## config.mk

```make
export PLATFORM = sky130hd
export DESIGN_NAME = vpit_pipe
export DESIGN_NICKNAME = d
export VERILOG_FILES = /design/src/hdl/vpit_pkg.sv /design/src/hdl/vpit_pipe.sv
export SDC_FILE = /design/constraint.sdc
export NUM_CORES = 2
export LEC_CHECK = 0
export ABC_AREA = 1
export CAP_MARGIN = 5
export CORE_MARGIN = 4
export CORE_UTILIZATION = 60
export CTS_CLUSTER_SIZE = 12
export DETAILED_ROUTE_END_ITERATION = 10
export DONT_BUFFER_PORTS = 1
export GPL_TIMING_DRIVEN = 0
export PLACE_DENSITY = 0.79
export SYNTH_ARGS = -nofsm -noshare
export SYNTH_HDL_FRONTEND = slang
export SYNTH_SLANG_ARGS = --single-unit
```

## constraint.sdc

```tcl
create_clock -name aclk -period 6 [get_ports aclk]
set_clock_uncertainty 0.15 [all_clocks]
set_input_delay 0.9 -clock aclk [delete_from_list [all_inputs] [get_ports aclk]]
set_output_delay 0.9 -clock aclk [all_outputs]
set_load 0.1 [all_outputs]
```

## src/hdl/vpit_pkg.sv

```systemverilog
package vpit_pkg;

    localparam int DEFAULT_MAX_HALF_EXTENT = 50;

    localparam int OFS_W   = 7;
    localparam int EXT_W   = 6;
    localparam int SEL_W   = 3;
    localparam int IDX_W   = 3;
    localparam int MAG_W   = OFS_W;
    localparam int ROOM_W  = OFS_W + 1;
    localparam int SQ_W    = 2 * MAG_W;
    localparam int ESQ_W   = 2 * EXT_W;
    localparam int AC_W    = 2 * ESQ_W;
    localparam int ABC_W   = 3 * ESQ_W;
    localparam int P_W     = SQ_W + ESQ_W;
    localparam int T_W     = P_W + ESQ_W;
    localparam int SUM_W   = T_W + 2;
    localparam int CYL_W   = P_W + 1;
    localparam int PYR_W   = ROOM_W + EXT_W;

    localparam logic [IDX_W-1:0] REG_SHAPE = 3'd0;
    localparam logic [IDX_W-1:0] REG_EXT_X = 3'd1;
    localparam logic [IDX_W-1:0] REG_EXT_Y = 3'd2;
    localparam logic [IDX_W-1:0] REG_EXT_Z = 3'd3;

    localparam logic [EXT_W-1:0] EXT_RESET = 6'd5;

    typedef enum logic [SEL_W-1:0] {
        SHAPE_BOX      = 3'd0,
        SHAPE_SPHERE   = 3'd1,
        SHAPE_CYLINDER = 3'd2,
        SHAPE_PYRAMID  = 3'd3
    } shape_t;

    typedef struct packed {
        logic [SEL_W-1:0] shape;
        logic [EXT_W-1:0] ext_a;
        logic [EXT_W-1:0] ext_b;
        logic [EXT_W-1:0] ext_c;
        logic [ESQ_W-1:0] a2;
        logic [ESQ_W-1:0] b2;
        logic [ESQ_W-1:0] c2;
        logic [AC_W-1:0]  ac2;
        logic [ABC_W-1:0] abc2;
    } cfg_t;

    typedef struct packed {
        logic             valid;
        logic             box_ok;
        logic             cyl_ok;
        logic             pyr_ok;
        logic [T_W-1:0]   s1;
        logic [T_W-1:0]   s2;
        logic [T_W-1:0]   s3;
    } stage_t;

endpackage

```

## src/hdl/vpit_pipe.sv

```systemverilog
module vpit_pipe
    import vpit_pkg::*;
(
    input  logic                    aclk,
    input  logic                    aresetn,
    input  logic                    adv,
    input  logic                    in_valid,
    input  logic signed [OFS_W-1:0] offset_x,
    input  logic signed [OFS_W-1:0] offset_y,
    input  logic signed [OFS_W-1:0] offset_z,
    input  cfg_t                    cfg,
    output stage_t                  st
);

    // stage 1: magnitudes, box test, squares
    logic [MAG_W-1:0]  ax, ay, az;
    logic              box_ok;
    logic [ROOM_W-1:0] room;

    assign ax = offset_x[OFS_W-1] ? MAG_W'(-offset_x) : MAG_W'(offset_x);
    assign ay = offset_y[OFS_W-1] ? MAG_W'(-offset_y) : MAG_W'(offset_y);
    assign az = offset_z[OFS_W-1] ? MAG_W'(-offset_z) : MAG_W'(offset_z);
    assign box_ok = (ax <= MAG_W'(cfg.ext_a)) && (ay <= MAG_W'(cfg.ext_b))
                 && (az <= MAG_W'(cfg.ext_c));
    assign room = ROOM_W'(cfg.ext_b) - ROOM_W'(offset_y);

    logic              v1_reg, box1_reg;
    logic [SQ_W-1:0]   ax2_1_reg, ay2_1_reg, az2_1_reg;
    logic [MAG_W-1:0]  ax1_reg, az1_reg;
    logic [ROOM_W-1:0] room1_reg;

    // stage 2
    logic              v2_reg, box2_reg;
    logic [P_W-1:0]    p1_reg, p2_reg, p3_reg, cx_reg;
    logic [PYR_W-1:0]  pl1_reg, pr1_reg, pl2_reg, pr2_reg;

    // stage 3
    logic              v3_reg, box3_reg, cyl3_reg, pyr3_reg;
    logic [T_W-1:0]    s1_reg, s2_reg, s3_reg;

    always_ff @(posedge aclk) begin
        if (!aresetn) begin
            v1_reg <= 1'b0;
            v2_reg <= 1'b0;
            v3_reg <= 1'b0;
        end else if (adv) begin
            v1_reg <= in_valid;
            v2_reg <= v1_reg;
            v3_reg <= v2_reg;
        end
    end

    always_ff @(posedge aclk) begin
        if (adv) begin
            box1_reg  <= box_ok;
            ax2_1_reg <= SQ_W'(ax) * SQ_W'(ax);
            ay2_1_reg <= SQ_W'(ay) * SQ_W'(ay);
            az2_1_reg <= SQ_W'(az) * SQ_W'(az);
            ax1_reg   <= ax;
            az1_reg   <= az;
            room1_reg <= room;

            box2_reg  <= box1_reg;
            p1_reg    <= P_W'(ax2_1_reg) * P_W'(cfg.b2);
            p2_reg    <= P_W'(ay2_1_reg) * P_W'(cfg.a2);
            p3_reg    <= P_W'(az2_1_reg) * P_W'(cfg.a2);
            cx_reg    <= P_W'(ax2_1_reg) * P_W'(cfg.c2);
            pl1_reg   <= (PYR_W'(ax1_reg) * PYR_W'(cfg.ext_b)) << 1;
            pl2_reg   <= (PYR_W'(az1_reg) * PYR_W'(cfg.ext_b)) << 1;
            pr1_reg   <= PYR_W'(room1_reg) * PYR_W'(cfg.ext_a);
            pr2_reg   <= PYR_W'(room1_reg) * PYR_W'(cfg.ext_c);

            box3_reg  <= box2_reg;
            s1_reg    <= T_W'(p1_reg) * T_W'(cfg.c2);
            s2_reg    <= T_W'(p2_reg) * T_W'(cfg.c2);
            s3_reg    <= T_W'(p3_reg) * T_W'(cfg.b2);
            cyl3_reg  <= (CYL_W'(cx_reg) + CYL_W'(p3_reg)) <= CYL_W'(cfg.ac2);
            pyr3_reg  <= (pl1_reg <= pr1_reg) && (pl2_reg <= pr2_reg);
        end
    end

    assign st.valid  = v3_reg;
    assign st.box_ok = box3_reg;
    assign st.cyl_ok = cyl3_reg;
    assign st.pyr_ok = pyr3_reg;
    assign st.s1     = s1_reg;
    assign st.s2     = s2_reg;
    assign st.s3     = s3_reg;

endmodule

```

* After elaboration in Yosys (flattened, before gate mapping) *
Cells that the tools add are included.

word-level totals
  flip-flop bits (word level) = 344
  output and inout port bits = 118

operators by class
  reduce and logical (&&, ||, !) cells = 3
  multipliers = 14
  add/sub/neg operators = 5
  $lt $le $gt $ge = 6
  mux-type cells = 3

operator list
  kind                            number
  multiplier 26 x 12 -> 38 bit    3
  multiplier 14 x 12 -> 26 bit    4
  multiplier 7 x 7 -> 14 bit      3
  <= comparator 14 bit            2
  multiplier 8 x 6 -> 14 bit      2
  adder 26 x 26 -> 27 bit         1
  <= comparator 27 x 24 -> 1 bit  1
  multiplier 7 x 6 -> 13 bit      2
  <= comparator 7 x 6 -> 1 bit    3
  2-to-1 mux 7 bit                3
  negation 7 bit                  3
  subtractor 7 x 7 -> 8 bit       1
  logical AND 1 bit               3

* Depth between registers and ports, before layout *
  word-level depth = 5
  depth in mapped cells = 24

* Worst setup path before layout *
No wires, ideal clock.

  kind = input port to flip-flop
  from = in cfg[87] (netlist name)
  to = reg p2_reg[20] (data pin)
  setup time = 0.252 ns
  data required time = 5.598 ns
  slack = 0.196 ns
  data arrival time = 5.402 ns
  stages = 22
  cell sequence = clkbuf_1 -> clkbuf_1 -> nand2_1 -> fa_1 -> inv_1 -> fa_1 -> inv_1 -> fa_1 -> inv_1 -> fa_1 -> inv_1 -> fa_1 -> inv_1 -> ha_1 -> nand2_1 -> nor2_1 -> inv_1 -> nor3_1 -> a21oi_1 -> or2_1 -> nand3_1 -> nand2_1

on the way
  word-level cells in the longest chain between the ends = 1

RTL lines
  what                          line             source
  from (decl)                   vpit_pipe.sv:11  input cfg_t cfg,
  multiplier 14 x 12 -> 26 bit  vpit_pipe.sv:65  p2_reg <= P_W'(ay2_1_reg) * P_W'(cfg.a2);
  to (signal assigned)          vpit_pipe.sv:65
  to (decl)                     vpit_pipe.sv:34  logic [P_W-1:0] p1_reg, p2_reg, p3_reg, cx_reg;

Every way passes these cells.
A chain may end at the register's enable or synchronous reset.

* Worst setup path after layout *
  from = in cfg[62] (netlist name)
  to = reg s2_reg[34] (data pin)

on the way
  word-level cells in the longest chain between the ends = 1

RTL lines
  what                          line             source
  multiplier 26 x 12 -> 38 bit  vpit_pipe.sv:75  s2_reg <= T_W'(p2_reg) * T_W'(cfg.c2);
  to (signal assigned)          vpit_pipe.sv:75
  to (decl)                     vpit_pipe.sv:39  logic [T_W-1:0] s1_reg, s2_reg, s3_reg;

Every way passes these cells.

==> results_dict.tcl <==
set metrics [dict create \
    status "finished, final reports clean" \
    crit_type "primary input to flop" \
    grt-ovfl-total 0 \
    syn-cell-area_sq_um 74700 \
    nets 11553 \
    cpLargestDelayFamily "adder cells" \
    worst-path-buf-inv 5 \
    clkTransAtPathRegs_ns 0.06 \
    first_pass_iters 7 \
    synth_ff_type "edfxtp_1" \
    start_kind "primary input" \
    setup_viol 0 \
    wl_per_cell_um 18.4 \
    cts_buffers 45 \
    cp.required_ns 6.24 \
    die_h_um 361 \
    cts_buffer_depth 3 \
    ios 260 \
    cts_tree "yes" \
    dr_total_vias 60487 \
    yosys-top-cells-area "fa_1, edfxtp_1, nand2_1" \
    synth_top_area_share 0.352 \
    post-route-cell-area_sq_um 78800 \
    crit_top_cell "fa_1" \
    setup_ws_ns 0.153 \
    grt_pass1_vias 62506 \
    dieArea_sq_um 130000 \
    endpoint_kind "flop" \
    final-instance-count-excl-fill 11022 \
    placed_cell_area_sq_um 76900 \
    rrSetupSlack_ns 0.24 \
    ys.warnings.count 0 \
    htree_levels 2 \
    grt_max_degree 341 \
    core_sq_um 124000 \
    postRouteWirelength_um 203000 \
    antenna_found_initial 9 \
    gp_congestion 0.978 \
    drv_cap 0 \
    clkSinkCount 339 \
    root_buffer "clkbuf_16" \
    drive_gt1_frac 0.0281 \
    async_reset_ff_frac 0 \
    drc 0 \
    hold_class "primary input to flop" \
    place_inst 10934 \
    slew_viol_final 0 \
    syn_to_final_growth_pct 5.42 \
    start_util 0.604 \
    ant_nets 0 \
    max_freq_mhz 171 \
    post-route-period-util 0.975 \
    cpPeakStageDelay_ns 0.87 \
    nFillCells 10566 \
    synth_cell_types 53 \
    grtUsageTotal 0.316 \
    syn-instance-count 9266 \
    rsz0062_at_grt "yes" \
    io_buffers 0 \
    num_rows 129 \
    cp_slowest_cell "clkbuf_1" \
    syn_area_per_cell_sq_um 8.06 \
    finalHoldViolCount 0 \
    critPathMaxFanout 10 \
    cp_data_arrival_time_ns 6.09 \
    setup_tns_ns 0 \
    worst_slew_pin_slew_ns 1.17 \
    fp.dieW_um 361 \
    synth_edf_count 336 \
    drt_iter0_markers 5286 \
    grt_pass1_wl_um 326000 \
    yosys_register_bits 339 \
    yosys.area.top_type "fa_1" \
    clkLatencyLatePin_ns 0.68 \
    viasPerCell 5.49 \
    yosysSeqAreaShare 0.136 \
    crit_path_cell_trace "clkbuf_2, clkbuf_1, nand2_1, fa_1, inv_1, fa_1, fa_1, inv_1, fa_1, inv_1, ha_1, a21oi_1, o21ai_0, a21oi_1, o21ai_2, nand2_1, nand2_1, xor2_1" \
    place_hpwl_um 168000 \
    max-slew-margin-rel 0.222 \
    finalCriticalPeriod_ns 5.85 \
    dp_worst_setup_slack_ns -1.22 \
]
## routing by layer
| layer | part of all wire | track usage | vias to the layer above |
|---|---|---|---|
| li1 | - | - | 27420 |
| met1 | 0.38 | 0.408 | 29654 |
| met2 | 0.47 | 0.516 | 2795 |
| met3 | 0.10 | 0.0742 | 610 |
| met4 | 0.046 | 0.130 | 8 |
| met5 | 0.00021 | 0 | - |
## cells in the final DEF (no fill, tap or decap), types with 45 or more instances in the layout
| master | count |
|---|---|
| nand3_1 | 175 |
| fa_1 | 1314 |
| o21ai_0 | 150 |
| nor2_1 | 338 |
| xnor2_1 | 81 |
| ha_1 | 747 |
| nor3_1 | 57 |
| inv_1 | 2477 |
| clkbuf_2 | 107 |
| edfxtp_1 | 336 |
| clkbuf_16 | 45 |
| nand2_1 | 2490 |
| xor2_1 | 183 |
| a21oi_1 | 320 |
| clkbuf_1 | 176 |
## cell type report
class	instances	area, sq um	share of cell area
diodes	3	7.51	0.0000953
flip-flops and latches	339	10100	0.129
repair buffers	12	115	0.00146
plain buffers	329	1470	0.0187
multi-input cells	6142	54100	0.687
clock buffers	50	1140	0.0145
clock inverters	29	430	0.00547
well taps	1637	2050	0.0260
inverters	2481	9320	0.118
## per-stage QoR
step	util	hold WS, ns
2_1_floorplan	-	0.250
3_3_place_gp	0.622	0.257
3_5_place_dp	0.622	0.265
4_1_cts	0.635	0.134
5_1_grt	0.637	0.151
6_report	0.637	0.180
## kinds of logic (layout without fill, tap and decap cells)
| logic type | after synthesis | after routing | synth area share |
|---|---|---|---|
| simple gates | 3138 | 3138 | 0.165 |
| flops | 339 | 339 | 0.136 |
| buf+inv | 2816 | 2901 | 0.142 |
| xor+xnor | 264 | 264 | 0.0310 |
| fa+ha+maj | 2061 | 2061 | 0.477 |
| compound gates | 646 | 646 | 0.0492 |
| other cells | 2 | 36 | 0.000101 |
## Yosys cell counts (3+ instances only)
cell type / count
nand2_1: 2491
inv_1: 2477
fa_1: 1314
ha_1: 747
nor2_1: 338
edfxtp_1: 336
a21oi_1: 320
clkbuf_1: 283
xor2_1: 183
nand3_1: 175
o21ai_0: 152
xnor2_1: 81
nor3_1: 57
buf_1: 46
a21o_1: 36
o21bai_1: 34
nand4_1: 29
nor4_1: 18
a211oi_1: 15
a31oi_1: 15
o211ai_1: 14
a21boi_0: 13
o21ai_1: 11
o21ai_2: 11
o2111ai_1: 7
o21a_1: 7
buf_4: 5
or2_2: 5
nand2_2: 4
nor2_2: 4
a21oi_2: 3
dfxtp_1: 3
nand3b_1: 3
o31ai_1: 3
or2_1: 3
## what timing repair did
item | CTS | global route
gates resized for setup | 54 | 214
endpoints found under the setup margin | 88 | 97
hold buffers | 0 | 0
setup buffers | 2 | 10
## path summary, 6_finish.rpt
check	from	to	depth (start not counted)
hold reg to reg	box2_reg	box3_reg	0
hold / removal	offset_z[0]	az2_1_reg[0]	0
setup reg to reg	p2_reg[13]	s2_reg[30]	18
setup / recovery	cfg[62]	s2_reg[34]	18
Power is left out: the tool's default activity adds up to more than one toggle a clock period on the data nets, which glitch-free logic cannot reach.
